===== src/mpv_pkg.sv =====
package mpv_pkg;

    localparam int unsigned MaxTreeDepth = 64;
    localparam logic [6:0] CountMax = 7'd127;

    typedef enum logic [1:0] {
        REQ_START   = 2'd0,
        REQ_SIBLING = 2'd1,
        REQ_CHECK   = 2'd2,
        REQ_RSVD    = 2'd3
    } t_req;

    typedef enum logic [1:0] {
        ST_MATCH    = 2'd0,
        ST_MISMATCH = 2'd1,
        ST_LENGTH   = 2'd2,
        ST_NO_PROOF = 2'd3
    } t_status;

    typedef enum logic {
        CFG_TREE_DEPTH   = 1'b0,
        CFG_LENGTH_CHECK = 1'b1
    } t_cfg_idx;

    // classified command handed from front to back
    typedef struct packed {
        t_req        req;
        logic [63:0] hash_word_0;
        logic [63:0] hash_word_1;
        logic [63:0] hash_word_2;
        logic [63:0] hash_word_3;
        logic [63:0] leaf_position;
    } t_cmd;

    localparam logic [31:0] KInit [8] = '{
        32'h6a09e667, 32'hbb67ae85, 32'h3c6ef372, 32'ha54ff53a,
        32'h510e527f, 32'h9b05688c, 32'h1f83d9ab, 32'h5be0cd19
    };

    localparam logic [31:0] KRound [64] = '{
        32'h428a2f98, 32'h71374491, 32'hb5c0fbcf, 32'he9b5dba5,
        32'h3956c25b, 32'h59f111f1, 32'h923f82a4, 32'hab1c5ed5,
        32'hd807aa98, 32'h12835b01, 32'h243185be, 32'h550c7dc3,
        32'h72be5d74, 32'h80deb1fe, 32'h9bdc06a7, 32'hc19bf174,
        32'he49b69c1, 32'hefbe4786, 32'h0fc19dc6, 32'h240ca1cc,
        32'h2de92c6f, 32'h4a7484aa, 32'h5cb0a9dc, 32'h76f988da,
        32'h983e5152, 32'ha831c66d, 32'hb00327c8, 32'hbf597fc7,
        32'hc6e00bf3, 32'hd5a79147, 32'h06ca6351, 32'h14292967,
        32'h27b70a85, 32'h2e1b2138, 32'h4d2c6dfc, 32'h53380d13,
        32'h650a7354, 32'h766a0abb, 32'h81c2c92e, 32'h92722c85,
        32'ha2bfe8a1, 32'ha81a664b, 32'hc24b8b70, 32'hc76c51a3,
        32'hd192e819, 32'hd6990624, 32'hf40e3585, 32'h106aa070,
        32'h19a4c116, 32'h1e376c08, 32'h2748774c, 32'h34b0bcb5,
        32'h391c0cb3, 32'h4ed8aa4a, 32'h5b9cca4f, 32'h682e6ff3,
        32'h748f82ee, 32'h78a5636f, 32'h84c87814, 32'h8cc70208,
        32'h90befffa, 32'ha4506ceb, 32'hbef9a3f7, 32'hc67178f2
    };

    function automatic logic [31:0] rotr(input logic [31:0] x, input int unsigned n);
        rotr = (x >> n) | (x << (32 - n));
    endfunction

endpackage


===== src/mpv_if.sv =====
interface mpv_req_if;
    logic        valid;
    logic        ready;
    logic [1:0]  req_type;
    logic [63:0] hash_word_0;
    logic [63:0] hash_word_1;
    logic [63:0] hash_word_2;
    logic [63:0] hash_word_3;
    logic [63:0] leaf_position;
    modport source (output valid, req_type, hash_word_0, hash_word_1, hash_word_2,
                    hash_word_3, leaf_position, input ready);
    modport sink (input valid, req_type, hash_word_0, hash_word_1, hash_word_2,
                  hash_word_3, leaf_position, output ready);
endinterface


interface mpv_cfg_if;
    logic        valid;
    logic        ready;
    logic        index;
    logic [6:0]  data;
    modport source (output valid, index, data, input ready);
    modport sink (input valid, index, data, output ready);
endinterface


===== src/mpv_front.sv =====
module mpv_front (
    input  logic           i_clk,
    input  logic           i_rst_n,
    mpv_req_if.sink        req,
    mpv_cfg_if.sink        cfg,
    input  logic           i_full,
    output logic           o_push,
    output mpv_pkg::t_cmd  o_cmd,
    output logic [6:0]     o_tree_depth,
    output logic           o_length_check
);
    import mpv_pkg::*;

    logic [6:0] r_depth;
    logic       r_lchk;

    // reserved codes are dropped here and never reach the queue
    assign req.ready = !i_full;
    assign o_push = req.valid && !i_full && (t_req'(req.req_type) != REQ_RSVD);
    assign o_cmd.req           = t_req'(req.req_type);
    assign o_cmd.hash_word_0   = req.hash_word_0;
    assign o_cmd.hash_word_1   = req.hash_word_1;
    assign o_cmd.hash_word_2   = req.hash_word_2;
    assign o_cmd.hash_word_3   = req.hash_word_3;
    assign o_cmd.leaf_position = req.leaf_position;

    assign cfg.ready      = 1'b1;
    assign o_tree_depth   = r_depth;
    assign o_length_check = r_lchk;

    always_ff @(posedge i_clk) begin
        if (!i_rst_n) begin
            r_depth <= 7'd32;
            r_lchk  <= 1'b1;
        end else if (cfg.valid) begin
            unique case (t_cfg_idx'(cfg.index))
                CFG_TREE_DEPTH:   r_depth <= cfg.data;
                CFG_LENGTH_CHECK: r_lchk  <= cfg.data[0];
                default: ;
            endcase
        end
    end
endmodule


===== src/flat_wrapper.sv =====
// flat-port wrapper written by rule: the top's interface ports become plain ports
module mpv_front_flat import mpv_pkg::*;
  (i_clk, i_rst_n, i_full, o_push, o_cmd, o_tree_depth, o_length_check, req_valid, req_req_type, req_hash_word_0, req_hash_word_1, req_hash_word_2, req_hash_word_3, req_leaf_position, req_ready, cfg_valid, cfg_index, cfg_data, cfg_ready);
  mpv_req_if req_i ();
  mpv_cfg_if cfg_i ();
  input  logic i_clk;
  input  logic i_rst_n;
  input  logic i_full;
  output logic o_push;
  output mpv_pkg::t_cmd o_cmd;
  output logic [6:0] o_tree_depth;
  output logic o_length_check;
  input wire logic [$bits(req_i.valid)-1:0] req_valid;
  input wire logic [$bits(req_i.req_type)-1:0] req_req_type;
  input wire logic [$bits(req_i.hash_word_0)-1:0] req_hash_word_0;
  input wire logic [$bits(req_i.hash_word_1)-1:0] req_hash_word_1;
  input wire logic [$bits(req_i.hash_word_2)-1:0] req_hash_word_2;
  input wire logic [$bits(req_i.hash_word_3)-1:0] req_hash_word_3;
  input wire logic [$bits(req_i.leaf_position)-1:0] req_leaf_position;
  output wire logic [$bits(req_i.ready)-1:0] req_ready;
  input wire logic [$bits(cfg_i.valid)-1:0] cfg_valid;
  input wire logic [$bits(cfg_i.index)-1:0] cfg_index;
  input wire logic [$bits(cfg_i.data)-1:0] cfg_data;
  output wire logic [$bits(cfg_i.ready)-1:0] cfg_ready;
  assign req_i.valid = req_valid;
  assign req_i.req_type = req_req_type;
  assign req_i.hash_word_0 = req_hash_word_0;
  assign req_i.hash_word_1 = req_hash_word_1;
  assign req_i.hash_word_2 = req_hash_word_2;
  assign req_i.hash_word_3 = req_hash_word_3;
  assign req_i.leaf_position = req_leaf_position;
  assign req_ready = req_i.ready;
  assign cfg_i.valid = cfg_valid;
  assign cfg_i.index = cfg_index;
  assign cfg_i.data = cfg_data;
  assign cfg_ready = cfg_i.ready;
  mpv_front u_core (.i_clk(i_clk), .i_rst_n(i_rst_n), .req(req_i), .cfg(cfg_i), .i_full(i_full), .o_push(o_push), .o_cmd(o_cmd), .o_tree_depth(o_tree_depth), .o_length_check(o_length_check));
endmodule

===== config.mk =====
export PLATFORM = sky130hd
export DESIGN_NAME = mpv_front_flat
export DESIGN_NICKNAME = d
export VERILOG_FILES = /design/src/mpv_pkg.sv /design/src/mpv_if.sv /design/src/mpv_front.sv /design/src/flat_wrapper.sv
export SDC_FILE = /design/constraint.sdc
export NUM_CORES = 1
export LEC_CHECK = 0
export ABC_AREA = 1
export BUFFER_PORTS_ARGS = -buffer_cell sky130_fd_sc_hd__buf_2
export CAP_MARGIN = 30
export CORE_AREA = 8 8 254 256
export CTS_CLUSTER_SIZE = 40
export DETAILED_ROUTE_END_ITERATION = 6
export DIE_AREA = 0 0 262 264
export HOLD_SLACK_MARGIN = 0.05
export MAX_ROUTING_LAYER = met4
export PLACE_DENSITY_LB_ADDON = 0.1
export SLEW_MARGIN = 5
export SYNTH_ARGS = -nofsm -noshare
export SYNTH_HDL_FRONTEND = slang
export SYNTH_SLANG_ARGS = --single-unit

===== constraint.sdc =====
create_clock -name i_clk -period 0.8 [get_ports i_clk]
set_input_delay 0.16 -clock i_clk [delete_from_list [all_inputs] [get_ports i_clk]]
set_output_delay 0.16 -clock i_clk [all_outputs]
set_load 0.01 [all_outputs]

After elaboration in Yosys (flattened, before gate mapping) --
Cells that the tools add are included.
Word-level totals: flip-flop bits (word level) 8, input port bits 335, output and inout port bits 333, word-level logic and storage cells 9
Operators by class: equality and inequality tests 1, bitwise gates (word level) 1, reductions and logical operators 5
Operators by type and width (number):
- $reduce_and 2->1 | 2
- $logic_and 1x1->1 | 2
- $ne 2x2->1 const B | 1
- $logic_not 1->1 | 1
- $not 1->1 | 1

Depth between registers and ports, before layout --
depth after elaboration 3, depth in mapped cells 5, gate-level depth less buffers 4

Worst setup path before layout --
No wires, ideal clock.
path kind in2out, from input port i_full, to output port o_push, arrival 0.512 ns, required time 0.640 ns, setup slack 0.128 ns, stages 3, buffers on the path 0, cell sequence inv_1 nand2_1 a21oi_1
Between the ends: cells in the longest elaborated chain, start to end 3
RTL lines:
- from (decl) | RTL line flat_wrapper.sv:8 | input logic i_full;
- $logic_not 1->1 | RTL line mpv_front.sv:19 | assign o_push = req.valid && !i_full && (t_req'(req.req_type) != REQ_RSVD);
- $logic_and 1x1->1 (2 in a row) | RTL line mpv_front.sv:19
- to (decl) | RTL line flat_wrapper.sv:9 | output logic o_push;
Every way passes these cells.

Worst setup path after layout --
from register u_core.r_depth[6] (netlist: u_core.o_tree_depth[6]), to output port o_tree_depth[6]
RTL lines:
- from (decl) | RTL line mpv_front.sv:14 | logic [6:0] r_depth;
- from (signal assigned) | RTL line mpv_front.sv:37 | CFG_TREE_DEPTH: r_depth <= cfg.data;
- to (decl) | RTL line flat_wrapper.sv:11 | output logic [6:0] o_tree_depth;
No word-level cell between the ends.

==> impl_metrics.tcl <==
set metrics [dict create \
    synth_area_leaders "buf_4 (87%), dfxtp_1 (5.7%), nand3_1 (1.8%), nor2_1 (1.6%), nand2_1 (1.2%)" \
    outcome "finished with violations" \
    antenna_left 0 \
    grt_pass1_vias 1215 \
    finalHoldViolCount 0 \
    start_util_pct 4.59 \
    critPathCaptureType "output port" \
    fin_crit_ns 0.896 \
    die_height_um 264 \
    die_area_um2 69200 \
    rows 91 \
    cts.sinks 8 \
    setup_viol 8 \
    drc 0 \
    synth_area_leader_cell "buf_4" \
    syn_inst 377 \
    synth_most_common_cell "buf_4" \
    drtIter0Drc 17 \
    synth_top_family_by_area "buffers and inverters" \
    yosys_warnings 0 \
    drive_gt1_share_pct 55.1 \
    violations "setup timing" \
    power.leakage_uw 0.000405 \
    cp.arrival_ns 0.74 \
    crit_family "flip-flops" \
    htree_levels 1 \
    syn_area_per_cell_um2 7.40 \
    fmax_mhz 1120 \
    core_um2 60800 \
    multiInputGateArea_um2 154 \
    startpoint_type "flip-flop" \
    dpl.cell_count 881 \
    yosysSeqAreaShare_pct 5.74 \
    top_level_ports 668 \
    async_reset_ff_share_pct 0 \
    totalWireLength_um 10900 \
    nets 426 \
    nFillCells 7328 \
    synth_cell_types 12 \
    path_class "reg2out" \
    syn_to_final_growth_pct -37.4 \
    antenna_found_initial 0 \
    wl_per_cell_um 12.3 \
    cts_tree "done" \
    worstPathRequired_ns 0.64 \
    finalClockSkew_ns 0 \
    die_w_um 262 \
    worst_slack_ns -0.0958 \
    power.density_nw_per_um2 942 \
    top_usage_layer "met4" \
    hpwl_um 9430 \
    crit_fanout 2 \
    fin_setup_tns_ns -0.512 \
    peakVddDrop_mv 0.628 \
    seqCellArea_um2 183 \
    overflow 0 \
    synth_seq_cells 8 \
    critPathBufInv 1 \
    drv_slew 0 \
    cts_inserted_buffers 3 \
    place.gp.congestion 0.527 \
    synth_fp_nets 712 \
    synth_edf_count 0 \
    synth_xor_area_share_pct 0 \
    synth_top_area_share_pct 87.1 \
    cts_root_buffer "clkbuf_16" \
    hold_path.class "in2reg" \
    clkTransAtPathRegs_ns 0.04 \
    crit_chain "buf_6" \
    cts_setup_buffers 0 \
    max_cap_viol_count 0 \
    rsz0062_at_grt "yes" \
    ctsHoldBuffers 0 \
    ys.flop_type "dfxtp_1" \
    dr.pass1.iters 4 \
    grt_max_degree 9 \
    max_stage_delay_ns 0.39 \
    min_period_over_period_pct 112 \
    grtUsageMet1_pct 2.63 \
    grt_pass1_wl_um 12400 \
    synth_mux_area_share_pct 0 \
    via_per_inst 1.19 \
    gr-usage-met2_pct 2.94 \
    grt_use_met3_pct 2.61 \
    netlist_top_cells_count "buf_4 (324), nor2_1 (12), nand3_1 (10), nand2_1 (9), dfxtp_1 (8)" \
    port_buffers 26 \
    ctsLongestPathBuffers 2 \
    synth_simple_gate_area_share_pct 5.02 \
    syn-cell-area_um2 2790 \
    cp_slowest_cell "dfxtp_4" \
    synth_fa_ha_area_share_pct 0 \
    clk_latency_ns 0.23 \
    vias 1050 \
    final_cell_count_no_fill 883 \
    synth_compound_area_share_pct 0.359 \
    grt_usage_pct 2.88 \
]
power by group:
part           internal [uW]  switching (uW)
Combinational            165             153
Clock                    646             211
Sequential               426            44.0
Total                   1240             408
area by class of cell:
type	count	area share [%]
repair buffers	34	17.3
multi-input cells	35	8.81
flip-flops and latches	8	10.5
clock buffers	3	4.30
well taps	790	56.6
diodes	4	0.573
inverters	9	1.93
stage by stage:
| step | instance area, um2 | hold slack (ns) | utilization [%] | total power, uW | worst slack (ns) |
|---|---|---|---|---|---|
| after CTS | 1740 | 0.214 | 2.86 | 1720 | -0.133 |
| after global routing | 1740 | 0.218 | 2.86 | 1770 | -0.138 |
| after floorplan | 2790 | 0.306 | - | 2210 | 0.128 |
| after detailed placement | 1690 | 0.320 | 2.78 | 863 | 0.00475 |
| after global placement | 1690 | 0.320 | 2.78 | 869 | -0.00798 |
| final | 1750 | 0.201 | 2.87 | 1650 | -0.0958 |
registers in the layout, summed over array words and instances (netlist names):
signal,count
u_core.o_tree_depth,7
u_core.o_length_check,1
worst min-delay path, delay by kind of cell:
family / cells / cell delay (ns)
buffers and inverters: 1 / 0.09
AND/OR/NAND/NOR: 2 / 0.15
logic make-up (layout without fill, tap and decap cells):
group	after synthesis	after routing
other cells	1	5
buf+inv	334	46
compound gates	2	2
simple gates	32	32
flops	8	8
cells in the final DEF, fill, tap and decap left out, drive strengths merged:
master  synthesis  routed
diode           0       4
nor2           13      13
dfxtp           8       8
buf           325      34
inv             9       9
nand2           9       9
conb            1       1
a21oi           1       1
o21ai           1       1
nand3          10      10
clkbuf          0       3
metal layers:
metal  vias to the layer above  wire (um)
li1                        240          -
met1                       318       3380
met2                       314       3530
met3                       178       2490
met4                         0       1480
met5                         -          0
worst paths after layout:
check | cells after the start | startpoint | to | slack (ns)
worst min-delay path | 3 | cfg_data[5] | u_core.o_tree_depth[5] | 0.20
worst max register to register | 3 | u_core.o_tree_depth[6] | u_core.o_tree_depth[6] | 0.06
worst max-delay path | 1 | u_core.o_tree_depth[6] | o_tree_depth[6] | -0.1
worst min register to register | 2 | u_core.o_length_check | u_core.o_length_check | 0.47
what timing repair did:
item / in CTS / in global routing
setup endpoints to repair: 8 / 9
cloned: 0 / 0
resized for setup: 24 / 1
Power figures use the tool's default switching activity.
