<file path="src/mpv_pkg.sv">
package mpv_pkg;

    localparam int unsigned MaxTreeDepth = 64;
    localparam logic [6:0] CountMax = 7'd127;

    typedef enum logic [1:0] {
        REQ_START   = 2'd0,
        REQ_SIBLING = 2'd1,
        REQ_CHECK   = 2'd2,
        REQ_RSVD    = 2'd3
    } t_req;

    typedef enum logic [1:0] {
        ST_MATCH    = 2'd0,
        ST_MISMATCH = 2'd1,
        ST_LENGTH   = 2'd2,
        ST_NO_PROOF = 2'd3
    } t_status;

    typedef enum logic {
        CFG_TREE_DEPTH   = 1'b0,
        CFG_LENGTH_CHECK = 1'b1
    } t_cfg_idx;

    // classified command handed from front to back
    typedef struct packed {
        t_req        req;
        logic [63:0] hash_word_0;
        logic [63:0] hash_word_1;
        logic [63:0] hash_word_2;
        logic [63:0] hash_word_3;
        logic [63:0] leaf_position;
    } t_cmd;

    localparam logic [31:0] KInit [8] = '{
        32'h6a09e667, 32'hbb67ae85, 32'h3c6ef372, 32'ha54ff53a,
        32'h510e527f, 32'h9b05688c, 32'h1f83d9ab, 32'h5be0cd19
    };

    localparam logic [31:0] KRound [64] = '{
        32'h428a2f98, 32'h71374491, 32'hb5c0fbcf, 32'he9b5dba5,
        32'h3956c25b, 32'h59f111f1, 32'h923f82a4, 32'hab1c5ed5,
        32'hd807aa98, 32'h12835b01, 32'h243185be, 32'h550c7dc3,
        32'h72be5d74, 32'h80deb1fe, 32'h9bdc06a7, 32'hc19bf174,
        32'he49b69c1, 32'hefbe4786, 32'h0fc19dc6, 32'h240ca1cc,
        32'h2de92c6f, 32'h4a7484aa, 32'h5cb0a9dc, 32'h76f988da,
        32'h983e5152, 32'ha831c66d, 32'hb00327c8, 32'hbf597fc7,
        32'hc6e00bf3, 32'hd5a79147, 32'h06ca6351, 32'h14292967,
        32'h27b70a85, 32'h2e1b2138, 32'h4d2c6dfc, 32'h53380d13,
        32'h650a7354, 32'h766a0abb, 32'h81c2c92e, 32'h92722c85,
        32'ha2bfe8a1, 32'ha81a664b, 32'hc24b8b70, 32'hc76c51a3,
        32'hd192e819, 32'hd6990624, 32'hf40e3585, 32'h106aa070,
        32'h19a4c116, 32'h1e376c08, 32'h2748774c, 32'h34b0bcb5,
        32'h391c0cb3, 32'h4ed8aa4a, 32'h5b9cca4f, 32'h682e6ff3,
        32'h748f82ee, 32'h78a5636f, 32'h84c87814, 32'h8cc70208,
        32'h90befffa, 32'ha4506ceb, 32'hbef9a3f7, 32'hc67178f2
    };

    function automatic logic [31:0] rotr(input logic [31:0] x, input int unsigned n);
        rotr = (x >> n) | (x << (32 - n));
    endfunction

endpackage

</file>
<file path="src/mpv_cmd_fifo.sv">
module mpv_cmd_fifo (
    input  logic           i_clk,
    input  logic           i_rst_n,
    input  logic           i_push,
    input  mpv_pkg::t_cmd  i_data,
    output logic           o_full,
    input  logic           i_pop,
    output logic           o_empty,
    output mpv_pkg::t_cmd  o_data
);
    import mpv_pkg::*;

    // two-entry queue between classifier and hash engine
    t_cmd       r_mem [2];
    logic       r_wp, r_rp;
    logic [1:0] r_cnt;

    assign o_full  = (r_cnt == 2'd2);
    assign o_empty = (r_cnt == 2'd0);
    assign o_data  = r_mem[r_rp];

    always_ff @(posedge i_clk) begin
        if (i_push) begin
            r_mem[r_wp] <= i_data;
        end
        if (!i_rst_n) begin
            r_wp  <= 1'b0;
            r_rp  <= 1'b0;
            r_cnt <= 2'd0;
        end else begin
            if (i_push) r_wp <= ~r_wp;
            if (i_pop)  r_rp <= ~r_rp;
            r_cnt <= r_cnt + {1'b0, i_push} - {1'b0, i_pop};
        end
    end

`ifndef NO_ASSERTIONS
    a_no_overflow: assert property (@(posedge i_clk) disable iff (!i_rst_n)
        o_full |-> !i_push) else $error("push into full queue");
    a_no_underflow: assert property (@(posedge i_clk) disable iff (!i_rst_n)
        o_empty |-> !i_pop) else $error("pop from empty queue");
    a_cnt_range: assert property (@(posedge i_clk) disable iff (!i_rst_n)
        r_cnt != 2'd3) else $error("queue count out of range");
`endif
endmodule

</file>
<file path="config.mk">
export PLATFORM = sky130hd
export DESIGN_NAME = mpv_cmd_fifo
export DESIGN_NICKNAME = d
export VERILOG_FILES = /design/src/mpv_pkg.sv /design/src/mpv_cmd_fifo.sv
export SDC_FILE = /design/constraint.sdc
export NUM_CORES = 1
export LEC_CHECK = 0
export BUFFER_PORTS_ARGS = -buffer_cell sky130_fd_sc_hd__buf_2
export CAP_MARGIN = 20
export CORE_AREA = 2 2 251 253
export CTS_CLUSTER_SIZE = 20
export DETAILED_ROUTE_END_ITERATION = 16
export DIE_AREA = 0 0 253 255
export SLEW_MARGIN = 20
export SYNTH_ARGS = -nofsm -noshare
export SYNTH_HDL_FRONTEND = slang
export SYNTH_SLANG_ARGS = --single-unit
</file>
<file path="constraint.sdc">
create_clock -name i_clk -period 23 [get_ports i_clk]
set_input_delay 4.6 -clock i_clk [delete_from_list [all_inputs] [get_ports i_clk]]
set_output_delay 4.6 -clock i_clk [all_outputs]
set_load 0.01 [all_outputs]
</file>
==> Word-level counts from Yosys, hierarchy flattened <==
Memory sizes are Yosys's and may differ from the RTL's. A register that Yosys moved wholly into a read port is not among the register bits.
Index checks and enable logic that the tools add are counted.
{ "word_totals": {"ff_bits": 4, "ramBits": 644, "inputBits": 326, "output_inout_bits": 324, "mem_count": 1} }
{ "classes": {"add_sub_neg": 2, "n_eq_ne": 1, "n_mux": 4, "bitwise": 2, "reduce_logical": 1} }
{ "mem_list": {"columns": ["memory", "words", "word_bits", "read_ports", "rd_ports_with_merged_regs", "write_ports", "line", "source"], "rows": [
  ["r_mem", 2, 322, 1, 1, 1, "mpv_cmd_fifo.sv:14", "t_cmd r_mem [2];"]
]} }
{ "op_table": {"columns": ["op", "count"], "rows": [
  ["1-bit two-way mux", 4],
  ["2-bit by 1-bit adder with 2-bit output", 1],
  ["2-bit equality test (second input constant)", 1],
  ["2-bit logical NOT", 1],
  ["1-bit NOT", 2],
  ["2-bit by 1-bit subtractor with 2-bit output", 1]
]} }

==> Depth between registers and ports, before layout <==
Gate-level depths: netlist of the first run.
{ "logic_depth": {"word_depth": 3, "mapped_depth": 6} }

==> Least setup slack after synthesis of the first run <==
Ideal clock, no wire load.
{ "synth_path": {"kind": "input to register", "from": "input port i_push", "to": "register r_wp", "setup_ps": 124, "t_arrival_ps": 19483, "t_required_ps": 22876, "setup_slack_ps": 3392, "path_stages": 2, "n_path_buf": 0, "path_cell_list": "nor2b_1 > o21a_1"} }
{ "synth_rtl": {"columns": ["element", "line", "source"], "rows": [
  ["from (decl)", "mpv_cmd_fifo.sv:4", "input logic i_push,"],
  ["to (signal assigned)", "mpv_cmd_fifo.sv:31", "if (i_push) r_wp <= ~r_wp;"],
  ["to (decl)", "mpv_cmd_fifo.sv:15", "logic r_wp, r_rp;"]
]} }

==> results.txt, run 1 <==
Top FF cell, synth: edfxtp_1
arrival time at the worst endpoint: 4.84 ns
initial drt markers: 605
post-synthesis xor/xnor area fraction: 0.00132
FF-to-FF Start: r_wp$_SDFFE_PN0P_
GRT overflow: 0
Syn Area/Cell: 23.2 um^2
TritonCTS buffer count: 71
layout cell share with drive strength beyond 1: 0.610
hold_sp: r_rp$_SDFFE_PN0P_
Post-synth EDFFs: 644
RR Endpoint: r_mem[1][45]$_DFFE_PP_
Max-slew headroom: 0.295
# rows: 92
Worst Path Required: 18.40 ns
Place WS: 14.08 ns
placer congestion estimate: 0.849
status: finished, final reports clean
Pleak: 11.3 nW
R2R Setup Slk: 19.65 ns
Worst-Skew Late Latency: 0.58 ns
Compound-Gate Fraction of Synth Area: 0.000317
core area: 62,200 um^2
fin crit share: 0.411
Startpoint Class: flop
Worst R2R Path Depth: 3
largest net degree at the start of global routing: 169
post-synth top area share: 0.815
largest family of logic cells by synthesized area: multiplexers
# setup viols final: 0
pwr dens: 92.5 nW/um^2
cell taking the most area after synthesis: edfxtp_1
CTS tree: yes
number of nets in the layout: 2,048
Fin. Hold Viols: 0
Mapped Cells: 1,023
setup TNS: 0 ns
IO Port Bufs: 649
WL per Instance: 21.7 um
Hold Crit Depth: 2
area grow syn2layout: 26.7%
Max clock buf depth: 3
adder-cell area share of the yosys netlist: 0.00106
worst slew pin tran: 1.06 ns
Final Worst Setup Slack: 13.56 ns
Routed Antenna Nets: 0
die height: 255 um
# Post-CTS Setup Buffers: 0
Crit Path Category: flop to output port
number of global-route vias before repair: 12,900
vias per inst: 4.71
clock sink count: 649
Hold Path Class: flop to flop
Post-CTS Resized: 0
H-tree levels: 3
IO Count: 650
global-route wire length before repair: 78,000 um
Worst setup EP type: output port
max-slew violation count: 0
fmax: 0.106 GHz
Distinct cells, synth: 15
DP Wirelength: 39,000 um
drc violations: 0
fraction of synthesized area in multiplexers: 0.159
clk_skew: 0.00931 ns
synthesized area: 23,700 um^2
final WL: 56,100 um
Synth area leaders: edfxtp_1 (82%), mux2_2 (13%), mux2_4 (2.5%)
Die X: 253 um
initial antenna violation count: 16
most common cell in the netlist: edfxtp_1
Async SR Flop Fraction: 0
CTS clk-pin slew, worst paths: 0.06 ns
hold buffers post-CTS: 0
RSZ-0062 raised after global routing: false
sequential area share after synthesis: 0.820
GRT Util Overall: 0.163
fill count: 5,295
Seq cells post-synth: 649
Commonest cells post-synth: edfxtp_1 (644), mux2_2 (274), mux2_4 (40)
Min Clock Period, post-route: 9.44 ns
worst vdd ir: 67.3 uV
Synth Warn #: 0
Synth Area in Simple Gates: 0.00227
syn_nets: 1,351
Initial Util: 0.382
CP Max Fanout: 68
drt pass-1 iters: 5
root buf cell: clkbuf_16
via count: 12,200
max-cap viol count: 0
Die ar.: 64,500 um^2
## metal layers
metal / GRT usage / vias to the layer above / routed length, um
met2: 0.288 / 449 / 29700
met1: 0.178 / 6069 / 20000
met5: 0 / - / 66
met4: 0.0830 / 10 / 2140
li1: - / 5514 / -
met3: 0.0494 / 124 / 4130
## worst max path at each step
stage                      start           endpoint  slack (ns)
after global routing        flop        o_data[120]       13.22
after floorplan           i_push  r_wp$_SDFFE_PN0P_        3.39
after global placement      flop        o_data[117]       14.19
after detailed placement    flop        o_data[112]       14.08
final                       flop        o_data[112]       13.56
after CTS                   flop        o_data[112]       13.41
## cells by family after synthesis
kind of cell,count (synthesis)
AND/OR/NAND/NOR,9
buffers and inverters,38
XOR/XNOR,2
flip-flops,649
multiplexers,322
AO/OA/AOI/OAI,1
adder cells (fa/ha/maj),2
## placed cells by master (no fill, tap or decap), drive strengths merged
cell type	netlist	routed
and2	4	4
buf	36	660
bufinv	0	7
clkbuf	0	84
clkinv	0	30
clkinvlp	0	2
dfxtp	5	5
diode	0	12
edfxtp	644	644
ha	2	2
inv	2	6
mux2	322	322
nor2	1	1
nor2b	4	4
o21a	1	1
xnor3	1	1
xor2	1	1
## metrics by stage
step	power [W]	utilization	instance area, um^2	hold slack, ns	std cells
after floorplan	0.00159	-	23700	0.555	1023
after global placement	0.00168	0.446	27700	0.562	2446
after detailed placement	0.00169	0.446	27700	0.560	2446
after CTS	0.00282	0.483	30000	0.571	2573
after global routing	0.00288	0.483	30000	0.614	2581
final	0.00278	0.483	30000	0.576	2585
## flip-flops by register name (all words and copies together) (netlist names), named ones only
| register | count |
|---|---|
| r_mem | 644 |
| r_cnt | 2 |
| r_rp | 1 |
| r_wp | 1 |
## cell type report
type | instances | area (um^2) | area share
inverters | 2 | 7.51 | 0.000250
clock buffers | 84 | 1870 | 0.0622
multi-input cells | 336 | 3900 | 0.130
diodes | 12 | 30.0 | 0.00100
clock inverters | 43 | 449 | 0.0150
well taps | 799 | 1000 | 0.0333
repair buffers | 660 | 3340 | 0.111
flip-flops and latches | 649 | 19400 | 0.647
## power by group
part / switching (W) / total, W / internal, W / leakage [nW]
sequential: 0.0000199 / 0.00139 / 0.00137 / 6.09
combinational: 0.000145 / 0.000270 / 0.000125 / 4.04
clock: 0.000455 / 0.00112 / 0.000665 / 1.14
## worst max-delay path, cell delays in order (launching register included)
cell	delay, ns
dfxtp_4	1.00
buf_4	0.87
buf_4	0.83
buf_4	0.81
mux2_2	0.42
buf_2	0.14
Note: power is estimated with default switching activity, not from simulation.
==> inputs of run 2 (changes only) <==
Clock period 23 ns to 9.8 ns, I/O delays scaled along.
==> results.txt, run 2 (synthesis gave the netlist of run 1 again) <==
status: finished, final reports clean
die height: 255 um (unchanged)
most frequent cells in the layout: buf_2 (649), edfxtp_1 (644), mux2_2 (274)
IO Port Bufs: 649 (unchanged)
GRT Util Overall: 0.165 (+0.00141)
initial antenna violation count: 29 (+13)
setup TNS: 0 ns (unchanged)
area grow syn2layout: 26.0%
placer congestion estimate: 0.882 (+3.9%)
final WL: 56,400 um (+0.68%)
H-tree levels: 3 (unchanged)
Max clock buf depth: 3 (unchanged)
fmax: 0.185 GHz
clk_skew: 0.0308 ns (+0.0215 ns)
TritonCTS buffer count: 70 (-1.4%)
RSZ-0062 raised after global routing: false
clock sink count: 649 (unchanged)
max reg flops: 644 (unchanged)
Largest Register: r_mem
Storage cell area: 19,400 um^2 (unchanged)
via count: 12,200 (+0.30%)
Die ar.: 64,500 um^2 (unchanged)
Pleak: 11.2 nW (-0.95%)
Multi-input gate area: 3900 um^2 (unchanged)
Worst Path Required: 7.84 ns (-10.56 ns)
IO Count: 650 (unchanged)
DP Wirelength: 38,900 um (about the same)
max-slew violation count: 0 (unchanged)
pwr dens: 211 nW/um^2 (+130%)
core area: 62,200 um^2 (unchanged)
CP Max Fanout: 71 (+4.4%)
Routed Antenna Nets: 0 (unchanged)
vias per inst: 4.71 (+0.10%)
Crit Path Category: flop to output port
number of nets in the layout: 2,043 (-0.24%)
WL per Instance: 21.8 um (+0.48%)
Initial Util: 0.382 (unchanged)
global-route wire length before repair: 78,300 um (+0.32%)
GRT overflow: 0 (unchanged)
layout cell share with drive strength beyond 1: 0.606 (-0.00437)
CTS tree: yes
# Post-CTS Setup Buffers: 0 (unchanged)
initial drt markers: 690 (+14%)
drc violations: 0 (unchanged)
Max-slew headroom: 0.137 (-0.158)
drt pass-1 iters: 4 (-1)
# rows: 92 (unchanged)
Startpoint Class: flop
max-cap viol count: 0 (unchanged)
# setup viols final: 0 (unchanged)
Worst setup EP type: output port
arrival time at the worst endpoint: 3.44 ns (-1.40 ns)
fill count: 5,306 (+0.21%)
Fin. Hold Viols: 0 (unchanged)
Die X: 253 um (unchanged)
fin crit share: 0.551
CTS clk-pin slew, worst paths: 0.06 ns (about the same)
number of global-route vias before repair: 12,800 (-0.78%)
worst slew pin tran: 1.29 ns (+0.237 ns)
Largest regs: r_mem: 644 flops, r_cnt: 2 flops
Hold WS: 0.581 ns (+0.00500 ns)
Post-CTS Resized: 0 (unchanged)
worst vdd ir: 158 uV (+130%)
hold buffers post-CTS: 0 (unchanged)
largest net degree at the start of global routing: 167 (-1.2%)
Min Clock Period, post-route: 5.40 ns
root buf cell: clkbuf_16
Hold Path Class: flop to flop
Worst-Skew Late Latency: 0.61 ns (+0.03 ns)
Design Power: 0.00632 W (+130%)
commonest non-fill, non-tap cell in the layout: buf_2
## run 2: cell types whose count changed in the layout (fill, tap and decap cells not counted)
cell       delta
clkinv_1      +7
clkinv_8      -2
buf_12        +4
diode_2      +12
buf_4         -8
inv_16        +1
clkinv_4      -2
inv_6         +2
clkbuf_16     -2
bufinv_16     -6
clkbuf_1      -2
clkinv_2      +1
## run 2: worst paths after layout
| check | from | endpoint | slack (ns) | cells past startpoint |
|---|---|---|---|---|
| worst min register to register | r_rp$_SDFFE_PN0P_ | flop | 0.58 | 2 |
| worst max register to register | r_wp$_SDFFE_PN0P_ | r_mem[1][261]$_DFFE_PP_ | 7.68 | 2 |
| worst min-delay path | r_rp$_SDFFE_PN0P_ | flop | 0.58 | 2 |
| worst max-delay path | flop | o_data[111] | 4.40 | 4 |
## run 2: critical path: stages, from the launching register on
cell and delay (ns):
dfxtp_4 0.83, buf_4 0.55, buf_4 0.79, mux2_2 0.42
buf_2 0.14
## run 2: cell type report
cell class | instances | area share
Timing Repair Buffer | 656 | 0.113
Sequential cell | 649 | 0.651
Clock buffer | 80 | 0.0606
Multi-Input combinational cell | 336 | 0.131
Antenna cell | 24 | 0.00201
Tap cell | 799 | 0.0335
Clock inverter | 44 | 0.00963
Inverter | 2 | 0.000251
## run 2: per-layer routing
layer,vias to the layer above,global-route usage,part of all wire
li1,5532,-,-
met1,6115,0.169,0.35
met2,422,0.295,0.54
met3,123,0.0599,0.074
met4,10,0.0845,0.035
met5,-,0,0.0011
## run 2: power by group
part	internal [W]	leakage, nW	total, W	switching [W]
Clock	0.00136	1.04	0.00242	0.00105
Sequential	0.00322	6.09	0.00326	0.0000466
Combinational	0.000297	4.03	0.000633	0.000336
## run 2: metrics by stage
| stage | std cells | setup slack [ns] | utilization | instance area, um^2 |
|---|---|---|---|---|
| floorplan | 1023 | 2.58 | - | 23700 |
| detailed placement | 2442 | 5.01 | 0.446 | 27700 |
| global route | 2588 | 4.17 | 0.481 | 29900 |
| CTS | 2566 | 4.34 | 0.480 | 29800 |
| finish | 2590 | 4.40 | 0.481 | 29900 |
| global placement | 2442 | 5.11 | 0.446 | 27700 |
==> inputs of run 3 (changes only) <==
Settings changed: ABC_AREA from default to 1, CORE_AREA 2 2 251 253 to 2 2 256 258, DIE_AREA 0 0 253 255 to 0 0 258 260.
Clock period 9.8 ns to 4.6 ns, I/O delays scaled along.
==> results.txt, run 3 <==
status: finished, final reports clean
hold_sp: r_rp$_SDFFE_PN0P_
max-cap viol count: 0 (unchanged)
largest family of logic cells by synthesized area: multiplexers
fin crit share: 0.726
commonest non-fill, non-tap cell in the layout: buf_2
cell taking the most area after synthesis: edfxtp_1
Post-CTS Resized: 0 (unchanged)
pwr dens: 447 nW/um^2 (+110%)
Max-slew headroom: 0.328 (+0.191)
drc violations: 0 (unchanged)
number of global-route vias before repair: 13,000 (+1.8%)
Initial Util: 0.370 (-0.0116)
Die X: 258 um (+2.0%)
H-tree levels: 3 (unchanged)
IO Count: 650 (unchanged)
Worst R2R Path Depth: 3 (+1)
synthesized area: 23,700 um^2 (unchanged)
syn_nets: 1,363 (+0.89%)
initial antenna violation count: 20 (-31%)
most common cell in the netlist: edfxtp_1
core area: 64,100 um^2 (+3.1%)
R2R Setup Slk: 2.14 ns (-5.54 ns)
Largest Register: r_mem
Die ar.: 67,100 um^2 (+4.0%)
Final Util: 0.471 (-0.00931)
Worst Path Required: 3.68 ns (-4.16 ns)
most frequent cells in the layout: buf_2 (649), edfxtp_1 (644), mux2_2 (274)
Post-synth EDFFs: 644 (unchanged)
root buf cell: clkbuf_16
Min Clock Period, post-route: 3.34 ns
TritonCTS buffer count: 72 (+2.9%)
Async SR Flop Fraction: 0 (unchanged)
Routed Antenna Nets: 0 (unchanged)
die height: 260 um (+2.0%)
clock sink count: 649 (unchanged)
GRT overflow: 0 (unchanged)
setup TNS: 0 ns (unchanged)
Synth Area in Simple Gates: 0.00290 (+0.000633)
FF-to-FF Start: r_wp$_SDFFE_PN0P_
IO Port Bufs: 649 (unchanged)
hold buffers post-CTS: 0 (unchanged)
Synth area leaders: edfxtp_1 (82%), mux2_2 (13%), mux2_4 (2.5%)
# setup viols final: 0 (unchanged)
Syn Area/Cell: 22.9 um^2 (-1.2%)
max-slew violation count: 0 (unchanged)
via count: 12,200 (+0.23%)
CTS clk-pin slew, worst paths: 0.05 ns (about the same)
RSZ-0062 raised after global routing: false
vias per inst: 4.59 (-2.7%)
worst vdd ir: 390 uV (+150%)
number of nets in the layout: 2,072 (+1.4%)
Worst-Skew Late Latency: 0.57 ns (-0.04 ns)
Startpoint Class: flop
arrival time at the worst endpoint: 2.42 ns (-1.02 ns)
Pleak: 11.3 nW (+1.3%)
max reg flops: 644 (unchanged)
worst slew pin tran: 1.01 ns (-0.286 ns)
Synth Warn #: 0 (unchanged)
routed length on met3: 4280 um (+2.1%)
Mapped Cells: 1,035 (+1.2%)
sequential area share after synthesis: 0.820 (unchanged)
DP Wirelength: 37,600 um (-3.3%)
GRT Util Overall: 0.153 (-0.0111)
Largest regs: r_mem: 644 flops, r_cnt: 2 flops
Compound-Gate Fraction of Synth Area: 0.000211 (-0.000106)
adder-cell area share of the yosys netlist: 0.00106 (unchanged)
Hold Crit Endpoint: r_rp$_SDFFE_PN0P_
Max clock buf depth: 3 (unchanged)
# Post-CTS Setup Buffers: 0 (unchanged)
Commonest cells post-synth: edfxtp_1 (644), mux2_2 (274), mux2_4 (40)
largest net degree at the start of global routing: 145 (-13%)
Top FF cell, synth: edfxtp_1
Crit Path Category: flop to output port
layout cell share with drive strength beyond 1: 0.604 (-0.00143)
met2 WL: 28,700 um (-5.6%)
post-synthesis xor/xnor area fraction: 0 (-0.00132)
fmax: 0.300 GHz
fraction of synthesized area in multiplexers: 0.159 (unchanged)
drt pass-1 iters: 4 (unchanged)
Worst setup EP type: output port
global-route wire length before repair: 77,300 um (-1.2%)
CP Max Fanout: 40 (-44%)
WL met1: 19,100 um (-3.6%)
initial drt markers: 664 (-3.8%)
CTS tree: yes
Fin. Hold Viols: 0 (unchanged)
area grow syn2layout: 27.4%
Hold Path Class: flop to flop
Distinct cells, synth: 13 (-2)
fill count: 5,571 (+5.0%)
# rows: 93 (+1.1%)
placer congestion estimate: 0.783 (-11%)
uppermost routed layer: met5
WL per Instance: 20.3 um (-6.8%)
final WL: 54,100 um (-4.1%)
post-synth top area share: 0.815 (unchanged)
RR Endpoint: r_mem[1][314]$_DFFE_PP_
clk_skew: 0.0141 ns (-0.0167 ns)
Seq cells post-synth: 649 (unchanged)
Hold Crit Depth: 2 (unchanged)
[run 3: metrics by stage]
step,hold slack [ns],instance area (um^2),worst slack (ns),total power (W),instances
2_1_floorplan,0.463,23800,-1.58,0.00777,1035
4_1_cts,0.472,30200,1.20,0.0137,2651
3_5_place_dp,0.500,28000,1.48,0.00833,2525
3_3_place_gp,0.480,28000,1.52,0.00829,2525
5_1_grt,0.475,30200,1.13,0.0140,2665
6_report,0.504,30200,1.26,0.0135,2667
[run 3: how the worst max path moves through the flow]
stage,start,endpoint,slack [ns],cells after the start
final,flop,o_data[172],1.26,4
after global routing,flop,o_data[172],1.13,4
after CTS,flop,o_data[172],1.20,4
after detailed placement,i_push,r_mem[1][297]$_DFFE_PP_,1.48,4
after global placement,i_push,r_mem[1][236]$_DFFE_PP_,1.52,4
after floorplan,i_push,r_mem[1][0]$_DFFE_PP_,-1.58,2
[run 3: cells by family (layout without fill, tap and decap cells)]
family	after synthesis	in the layout
other	0	16
AOI/OAI and AO/OA	1	1
DFF	649	649
buffers and inverters	43	804
and+or+nand+nor	18	18
muxes	322	322
adders and majority gates	2	2
[run 3: final cells by class]
class	instances	area (um^2)	area share
Timing Repair Buffer	671	3540	0.117
Multi-Input combinational cell	343	3900	0.129
Sequential cell	649	19400	0.643
Clock inverter	36	274	0.00907
Inverter	7	42.5	0.00141
Antenna cell	16	40.0	0.00132
Tap cell	855	1070	0.0354
Clock buffer	90	1910	0.0633
[run 3: critical path, stage by stage, from the launching register on]
cell and delay [ns]:
dfxtp_4 0.62, buf_12 0.30, buf_12 0.27, mux2_2 0.40
buf_2 0.15
[run 3: where the power goes]
| part | switching, W | leakage (nW) | internal [W] |
|---|---|---|---|
| sequential | 0.0000731 | 6.09 | 0.00686 |
| clock | 0.00220 | 1.07 | 0.00312 |
| combinational | 0.000684 | 4.16 | 0.000567 |
| total | 0.00296 | 11.3 | 0.0105 |
[run 3: layer usage]
layer | global-route usage | vias to the layer above
met3 | 0.0589 | 125
li1 | - | 5563
met2 | 0.273 | 429
met4 | 0.0734 | 8
met5 | 0 | -
met1 | 0.159 | 6105
